--- config.mk ---
export PLATFORM = sky130hd
export DESIGN_NAME = pncm_queue
export DESIGN_NICKNAME = d
export VERILOG_FILES = /design/src/sv/pncm_pkg.sv /design/src/sv/pncm_queue.sv
export SDC_FILE = /design/constraint.sdc
export NUM_CORES = 1
export LEC_CHECK = 0
export BUFFER_PORTS_ARGS = -buffer_cell sky130_fd_sc_hd__buf_2
export CAP_MARGIN = 20
export CORE_ASPECT_RATIO = 0.6
export CORE_MARGIN = 2
export CORE_UTILIZATION = 58
export CTS_BUF_LIST = sky130_fd_sc_hd__clkbuf_2 sky130_fd_sc_hd__clkbuf_4 sky130_fd_sc_hd__clkbuf_8
export DETAILED_ROUTE_END_ITERATION = 10
export GPL_ROUTABILITY_DRIVEN = 1
export HOLD_SLACK_MARGIN = 0.1
export PLACE_DENSITY = 0.88
export SLEW_MARGIN = 20
export SYNTH_ARGS = -nofsm -noshare
export SYNTH_HDL_FRONTEND = slang
export SYNTH_SLANG_ARGS = --single-unit
--- constraint.sdc ---
create_clock -name clk_i -period 5.06 [get_ports clk_i]
set_clock_uncertainty 0.15 [all_clocks]
set_input_delay 1.012 -clock clk_i [delete_from_list [all_inputs] [get_ports clk_i]]
set_output_delay 1.012 -clock clk_i [all_outputs]
set_load 0.03 [all_outputs]
--- src/sv/pncm_pkg.sv ---
`default_nettype none

package pncm_pkg;

  localparam int unsigned PalEntries = 256;
  localparam int unsigned IdxW       = $clog2(PalEntries);
  localparam int unsigned ChanW      = 8;
  localparam int unsigned FieldIdxW  = 8;
  localparam int unsigned SqW        = 2 * ChanW;
  localparam int unsigned DistW      = 18;
  localparam int unsigned BestW      = 24;
  localparam int unsigned ColourW    = 3 * ChanW;

  localparam logic [BestW-1:0] NoMatchYet = BestW'(255 * 255 * 255);
  localparam logic [IdxW-1:0]  LastIdx    = IdxW'(PalEntries - 1);

  typedef enum logic {
    ACT_WRITE = 1'b0,
    ACT_MATCH = 1'b1
  } action_e;

  typedef enum logic [1:0] {
    ST_IDLE,
    ST_SCAN,
    ST_DRAIN
  } back_state_e;

  typedef struct packed {
    logic             is_match;
    logic             blocked;
    logic [IdxW-1:0]  waddr;
    logic [ChanW-1:0] red;
    logic [ChanW-1:0] green;
    logic [ChanW-1:0] blue;
  } item_t;

endpackage

`default_nettype wire

--- src/sv/pncm_queue.sv ---
`default_nettype none

module pncm_queue (
  input  wire logic            clk_i,
  input  wire logic            rst_ni,
  input  wire logic            push_i,
  input  wire pncm_pkg::item_t item_i,
  output logic                 full_o,
  output logic                 valid_o,
  output pncm_pkg::item_t      item_o,
  input  wire logic            pop_i
);

  pncm_pkg::item_t slot_q [2];
  logic       wr_ptr_q, wr_ptr_d;
  logic       rd_ptr_q, rd_ptr_d;
  logic [1:0] cnt_q, cnt_d;
  logic       do_push, do_pop;

  assign full_o  = (cnt_q == 2'd2);
  assign valid_o = (cnt_q != 2'd0);
  assign item_o  = slot_q[rd_ptr_q];
  assign do_push = push_i && !full_o;
  assign do_pop  = pop_i && valid_o;

  always_comb begin
    wr_ptr_d = do_push ? ~wr_ptr_q : wr_ptr_q;
    rd_ptr_d = do_pop ? ~rd_ptr_q : rd_ptr_q;
    cnt_d    = cnt_q;
    if (do_push && !do_pop) begin
      cnt_d = cnt_q + 2'd1;
    end else if (do_pop && !do_push) begin
      cnt_d = cnt_q - 2'd1;
    end
  end

  always_ff @(posedge clk_i or negedge rst_ni) begin
    if (!rst_ni) begin
      wr_ptr_q <= 1'b0;
      rd_ptr_q <= 1'b0;
      cnt_q    <= 2'd0;
    end else begin
      wr_ptr_q <= wr_ptr_d;
      rd_ptr_q <= rd_ptr_d;
      cnt_q    <= cnt_d;
    end
  end

  always_ff @(posedge clk_i) begin
    if (do_push) begin
      slot_q[wr_ptr_q] <= item_i;
    end
  end

endmodule

`default_nettype wire

## Word-level counts from Yosys, hierarchy flattened

Memory sizes are Yosys's and may differ from the RTL's.
Cells that the tools add are included.

- Register bits: 4
- RAM bits: 68
- Output and inout port bits: 36
- Logic and storage cells: 22
- Memories kept: 1

Memory list:

| name | depth | bits a word | read ports | clocked after memory_dff | write ports | line | source |
|---|---|---|---|---|---|---|---|
| slot_q | 2 | 34 | 1 | 0 | 1 | pncm_queue.sv:14 | `pncm_pkg::item_t slot_q [2];` |

- Add/subtract/negate cells: 2
- Eq/ne operators: 1
- Multiplexer cells: 4
- Bitwise gates (word level): 2
- Reduce and logical (&&, ||, !) cells: 9

Operators by type and width:

| kind | number |
|---|---|
| $logic_and A1 B1 Y1 | 4 |
| $mux W2 | 2 |
| $reduce_bool A2 Y1 | 2 |
| $logic_not A1 Y1 | 3 |
| $add A2 B1 Y2 const B | 1 |
| $eq A2 B2 Y1 const B | 1 |
| $mux W1 | 2 |
| $not A1 Y1 | 2 |
| $sub A2 B1 Y2 const B | 1 |

## Logic depth before layout (Yosys ltp)

Gate-level depths: netlist of run 1.

- Depth after elaboration: 7
- Mapped depth: 7
- Depth with buffers taken out: 7

## Least setup slack after synthesis of run 1

OpenSTA, ideal clock, no wires.

- Kind: input port to flip-flop
- Start: in push_i
- End: mem slot_q[0][0] (netlist name), enable pin
- Library setup time: 0.425 ns
- Data arrival time: 2.538 ns
- Required time: 4.485 ns
- Setup slack: 1.947 ns
- Stages: 2
- Buffers on the path: 0
- Path through: nand2_1 > nor2_1

- Word-level cells in the longest chain between the ends: 3

RTL lines:

| item | line | source |
|---|---|---|
| start, declared | pncm_queue.sv:6 | `input wire logic push_i,` |
| $logic_and A1 B1 Y1 | pncm_queue.sv:23 | `assign do_push = push_i && !full_o;` |
| $mux W1 | pncm_queue.sv:50 | `if (do_push) begin` |
| $mux W1 (implied by the code) | pncm_queue.sv:51 | `slot_q[wr_ptr_q] <= item_i;` |
| end, declared | pncm_queue.sv:14 |  |

Every way passes these cells.

==> flow_summary.json, run 1 <==
{
  "status": "complete, no violations",
  "netlist_area_sq_um": 2810,
  "max-cap-violations": 0,
  "n_antenna_cell": 0,
  "path_clk_slew_ns": 0.07,
  "rsz0062_at_grt": "false",
  "critPathArrivalTime_ns": 1.99,
  "synth_mux_area_share_pct": 17.5,
  "wl_per_cell_microns": 16.3,
  "synthXorXnorAreaFrac_pct": 1.56,
  "fin_crit_ns": 3.16,
  "ys_seq_area_share_pct": 76.4,
  "grt_max_degree": 36,
  "finalNetCount": 244,
  "setup_violations": 0,
  "ys_types": 16,
  "tightestPinTransition_ns": 1.03,
  "synth_top_family_by_area": "multiplexers",
  "slew_headroom_pct": 31.3,
  "synth_area_leaders": "edfxtp_1 73%, mux2_4 16%, dfrtp_1 3.6%",
  "syn_to_final_growth_pct": 22.0,
  "place.gp.congestion": 0.647,
  "clk_latency_ns": 0.34,
  "crit_chain": "mux2_2 > buf_2",
  "core_area_sq_um": 4610,
  "drive_gt1_share_pct": 59.5,
  "setup_ws_ns": 1.90,
  "synth.cells.most_frequent": "68 x edfxtp_1, 29 x mux2_4, 5 x mux2_2",
  "io_pins": 74,
  "endpoint_kind": "primary output",
  "grt-ovfl-total": 0,
  "synth_top_area_share_pct": 72.8,
  "crit_fanout": 35,
  "rows": 19,
  "fp.dieH_microns": 57.9,
  "hold_path_class": "in2async",
  "critPathMaxStageDelay_ns": 1.05,
  "vias": 1355,
  "root_buffer": "clkbuf_8",
  "syn_nets": 164,
  "die_width_microns": 93.8,
  "cp_slowest_cell": "dfrtp_2",
  "synth_edf_count": 68,
  "yosysWarnings": 0,
  "drt-initial-drc-count": 65,
  "fin_area_sq_um": 3420,
  "synth_flop_cell": "edfxtp_1",
  "die_area_sq_um": 5430,
  "synthSimpleGateAreaFrac_pct": 1.29,
  "async_flop_share_pct": 5.56,
  "clock_path_buffers": 2,
  "tns_ns": 0,
  "postSynthCellCount": 125,
  "synth.most_common_cell": "edfxtp_1",
  "antenna_left": 0,
  "power_density_nw_per_um2": 653,
  "dpl-instance-area_sq_um": 3190,
  "cts_tree": "yes",
  "peakVddDrop_mv": 0.402,
  "groute.usage.overall_pct": 17.7,
  "crit_type": "reg2out",
  "dp_hpwl_mm": 3.00,
  "viasPerCell": 4.96,
  "place_ws_ns": 2.26,
  "route.detailed.drc": 0,
  "leakage_uw": 0.00140,
  "max_freq_mhz": 317,
  "cts_buffers": 9,
  "io_buffer_count": 73,
  "min_period_over_period_pct": 62.4,
  "fillers": 303,
  "avgSynthCellArea_sq_um": 22.4,
  "post_cts_buffers": 0,
  "synth_largest_area_cell": "edfxtp_1",
  "cp-start-kind": "flop",
  "routed_wl_mm": 4.46,
  "grt_pass1_wl_mm": 6.80,
  "synth-compound-area-share_pct": 0,
  "cts_resized": 0,
  "required_ns": 3.90,
  "cts.sinks": 72,
  "hold_violations": 0,
  "antenna_found_initial": 0,
  "slew_viol_final": 0,
  "start_util_pct": 60.8,
  "synthAdderAreaFrac_pct": 0.446,
  "drt-pass1-iter-count": 4,
  "grt_pass1_vias": 1399,
  "ys_ff_latch": 72,
  "cts.hold.buffers_added": 0,
  "htreeDepth": 3
}
[metal layers]
layer	GRT usage, %	vias to the layer above	wire length (microns)	share of wire (%)
met1	21.4	652	1950	44
met4	4.76	0	0	0
met5	0	-	0	0
met3	8.97	0	352	7.9
met2	28.7	58	2160	48
li1	-	645	-	-
[flip-flops by register name, indices dropped and copies added, names as in the netlist]
signal,count
rd_ptr_q,1
slot_q,68
wr_ptr_q,1
cnt_q,2
[cell type report]
type	instances	area, sq um	area share [%]
Multi-Input combinational cell	47	593	17.3
Clock buffer	9	124	3.62
Tap cell	63	78.8	2.30
Sequential cell	72	2140	62.6
Clock inverter	7	110	3.22
Inverter	2	7.51	0.219
Timing Repair Buffer	73	365	10.7
[worst paths after layout]
path	from	end	slack [ns]	cells past startpoint
setup / recovery	rd_ptr_q$_DFFE_PN0P_	item_o[32]	1.90	2
hold / removal	rst_ni	rd_ptr_q$_DFFE_PN0P_	0.32	1
setup reg to reg	cnt_q[0]$_DFFE_PN0P_	slot_q[0][2]$_DFFE_PP_	3.06	3
hold reg to reg	cnt_q[1]$_DFFE_PN0P_	cnt_q[1]$_DFFE_PN0P_	0.36	1
max in group asynchronous	rst_ni	rd_ptr_q$_DFFE_PN0P_	4.31	1
min in group clk_i	cnt_q[1]$_DFFE_PN0P_	cnt_q[1]$_DFFE_PN0P_	0.36	1
[worst max-delay path, delay by kind of cell, from the launching register on]
| kind | cells | cell delay (ns) |
|---|---|---|
| flip-flops | 1 | 1.05 |
| buffers and inverters | 1 | 0.17 |
| multiplexers | 1 | 0.41 |
[placed cells by master, fill, tap and decap left out, types with 2 or more instances in the layout]
| cell type | instances |
|---|---|
| buf_2 | 73 |
| bufinv_16 | 3 |
| clkbuf_8 | 9 |
| clkinv_1 | 2 |
| dfrtp_1 | 3 |
| edfxtp_1 | 68 |
| inv_1 | 2 |
| mux2_2 | 5 |
| mux2_4 | 29 |
| xnor2_1 | 3 |
| xor2_1 | 2 |
[metrics by stage]
step	std cells	hold WS, ns	util [%]	power (uW)
2_1_floorplan	125	0.306	-	1580
3_3_place_gp	257	0.321	69.1	1700
3_5_place_dp	257	0.346	69.1	1740
4_1_cts	273	0.310	74.2	2260
5_1_grt	273	0.302	74.2	2330
6_report	273	0.318	74.2	2240
[kinds of logic (layout without fill, tap and decap cells)]
family,Yosys count,count (layout)
xor gates and xnor gates,5,5
buffers and inverters,6,91
adders and majority gates,1,1
and+or+nand+nor,7,7
muxes,34,34
DFF,72,72
[power by group]
part           switching [uW]  internal, uW
combinational             450           329
clock                     198           323
sequential                115           820
(Power assumes the default switching activity.)
==> run 2: changes to the inputs <==
- CORE_UTILIZATION: 58 -> 54
- PLACE_DENSITY: 0.88 -> 0.82
- clock period: 5.06 -> 3.15 ns (I/O delays scaled with it)
==> run 2 against run 1 <==
- sequential power grew 55%
- power grew 51%
- first-iteration DRC count shrank 34%
- combinational power grew 72%
- die area grew 7.0%
- critical path depth grew 1
- clock power grew 11%
- non-clock buffer count grew 3
- critical path type unchanged
==> flow_summary.json, run 2 (synthesis results as in run 1) <==
{
  "status": "complete, no violations",
  "setup_violations": 0,
  "cts.sinks": 72,
  "cts_buffers": 9,
  "start_util_pct": 55.8,
  "syn_to_final_growth_pct": 21.1,
  "place.gp.congestion": 0.719,
  "fillers": 335,
  "vias": 1370,
  "total_power_uw": 3370,
  "post_cts_buffers": 0,
  "slew_viol_final": 0,
  "hold_ws_ns": 0.335,
  "slew_headroom_pct": 47.2,
  "largest_reg_flops": 68,
  "clk_latency_ns": 0.32,
  "tns_ns": 0,
  "fin_crit_ns": 2.61,
  "die_area_sq_um": 5810,
  "finalNetCount": 247,
  "fp.dieH_microns": 59.8,
  "antenna_found_initial": 0,
  "drive_gt1_share_pct": 59.7,
  "io_pins": 74,
  "critPathArrivalTime_ns": 1.83,
  "grt_max_degree": 35,
  "peakVddDrop_mv": 0.476,
  "hold_path_class": "in2reg",
  "wl_per_cell_microns": 15.8,
  "cts_resized": 0,
  "grt_pass1_vias": 1353,
  "drt-pass1-iter-count": 4,
  "max_freq_mhz": 383,
  "drt-initial-drc-count": 43,
  "root_buffer": "clkbuf_8",
  "max-cap-violations": 0,
  "crit_fanout": 18,
  "n_antenna_cell": 0,
  "antenna_left": 0,
  "core_area_sq_um": 5030,
  "dp_hpwl_mm": 2.99,
  "die_width_microns": 97.1,
  "min_period_over_period_pct": 83.0,
  "rows": 20,
  "place_ws_ns": 0.871,
  "groute.usage.overall_pct": 16.5,
  "leakage_uw": 0.00138,
  "path_clk_slew_ns": 0.07,
  "power_density_nw_per_um2": 991,
  "route.detailed.drc": 0,
  "clock_path_buffers": 2,
  "setup_ws_ns": 0.536,
  "tightestPinTransition_ns": 0.793,
  "endpoint_kind": "primary output",
  "largest_registers": "slot_q (68), cnt_q (2)",
  "rsz0062_at_grt": "false",
  "routed_wl_mm": 4.38,
  "final_common_cell": "buf_2",
  "htreeDepth": 3,
  "cts_tree": "yes",
  "grt-ovfl-total": 0,
  "hold_violations": 0,
  "io_buffer_count": 73,
  "crit_type": "reg2out",
  "top_register": "slot_q",
  "final_cell_mix": "73 x buf_2, 68 x edfxtp_1, 29 x mux2_4",
  "cp-start-kind": "flop",
  "viasPerCell": 4.95,
  "required_ns": 2.37,
  "grt_pass1_wl_mm": 6.75
}
## run 2: per-stage QoR
step / std cells / instance area [sq um] / util, %
2_1_floorplan: 125 / 2810 / -
3_3_place_gp: 262 / 3230 / 64.3
3_5_place_dp: 262 / 3230 / 64.3
4_1_cts: 277 / 3400 / 67.5
5_1_grt: 277 / 3400 / 67.5
6_report: 277 / 3400 / 67.5
## run 2: worst paths after layout
check | to | slack (ns) | startpoint | cells after the start
min | slot_q[0][4]$_DFFE_PP_ | 0.34 | item_i[4] | 1
max | item_o[33] | 0.54 | rd_ptr_q$_DFFE_PN0P_ | 3
min in group asynchronous | cnt_q[1]$_DFFE_PN0P_ | 0.50 | rst_ni | 2
max in group asynchronous | rd_ptr_q$_DFFE_PN0P_ | 2.22 | rst_ni | 2
max reg2reg | slot_q[0][0]$_DFFE_PP_ | 1.31 | cnt_q[0]$_DFFE_PN0P_ | 4
min reg2reg | cnt_q[1]$_DFFE_PN0P_ | 0.35 | cnt_q[1]$_DFFE_PN0P_ | 1
## run 2: critical path, cell delays in order (launching register included)
cell	delay, ns
dfrtp_2	0.73
buf_12	0.26
mux2_2	0.34
buf_2	0.17
## run 2: cell type report
type                       count  area (sq um)  share of cell area [%]
clock buffer                  10           131                    3.87
clock inverter                 4          23.8                   0.700
inverter                       2          7.51                   0.221
multi-input combinational     47           593                    17.5
sequential                    72          2140                    63.1
tap                           66          82.6                    2.43
timing repair buffer          76           415                    12.2
## run 2: layer usage
metal  vias up  GRT usage [%]  part of all wire [%]
met5         -              0                     0
met2        55           27.2                    48
met3         4           7.72                   8.0
met1       668           19.3                    43
met4         0           6.64                  0.32
li1        643              -                     -
## run 2: timing repair
action / 4_1_cts / 5_1_grt
endpoints found under the setup margin: 0 / 0
hold buffers: 1 / 0
hold endpoints to repair: 4 / 0
## run 2: where the power goes
part	leakage [uW]	total, uW	switching, uW	internal (uW)
sequential	0.000677	1450	130	1320
clock	0.0000751	579	298	281
combinational	0.000626	1340	786	557
total	0.00138	3370	1210	2150
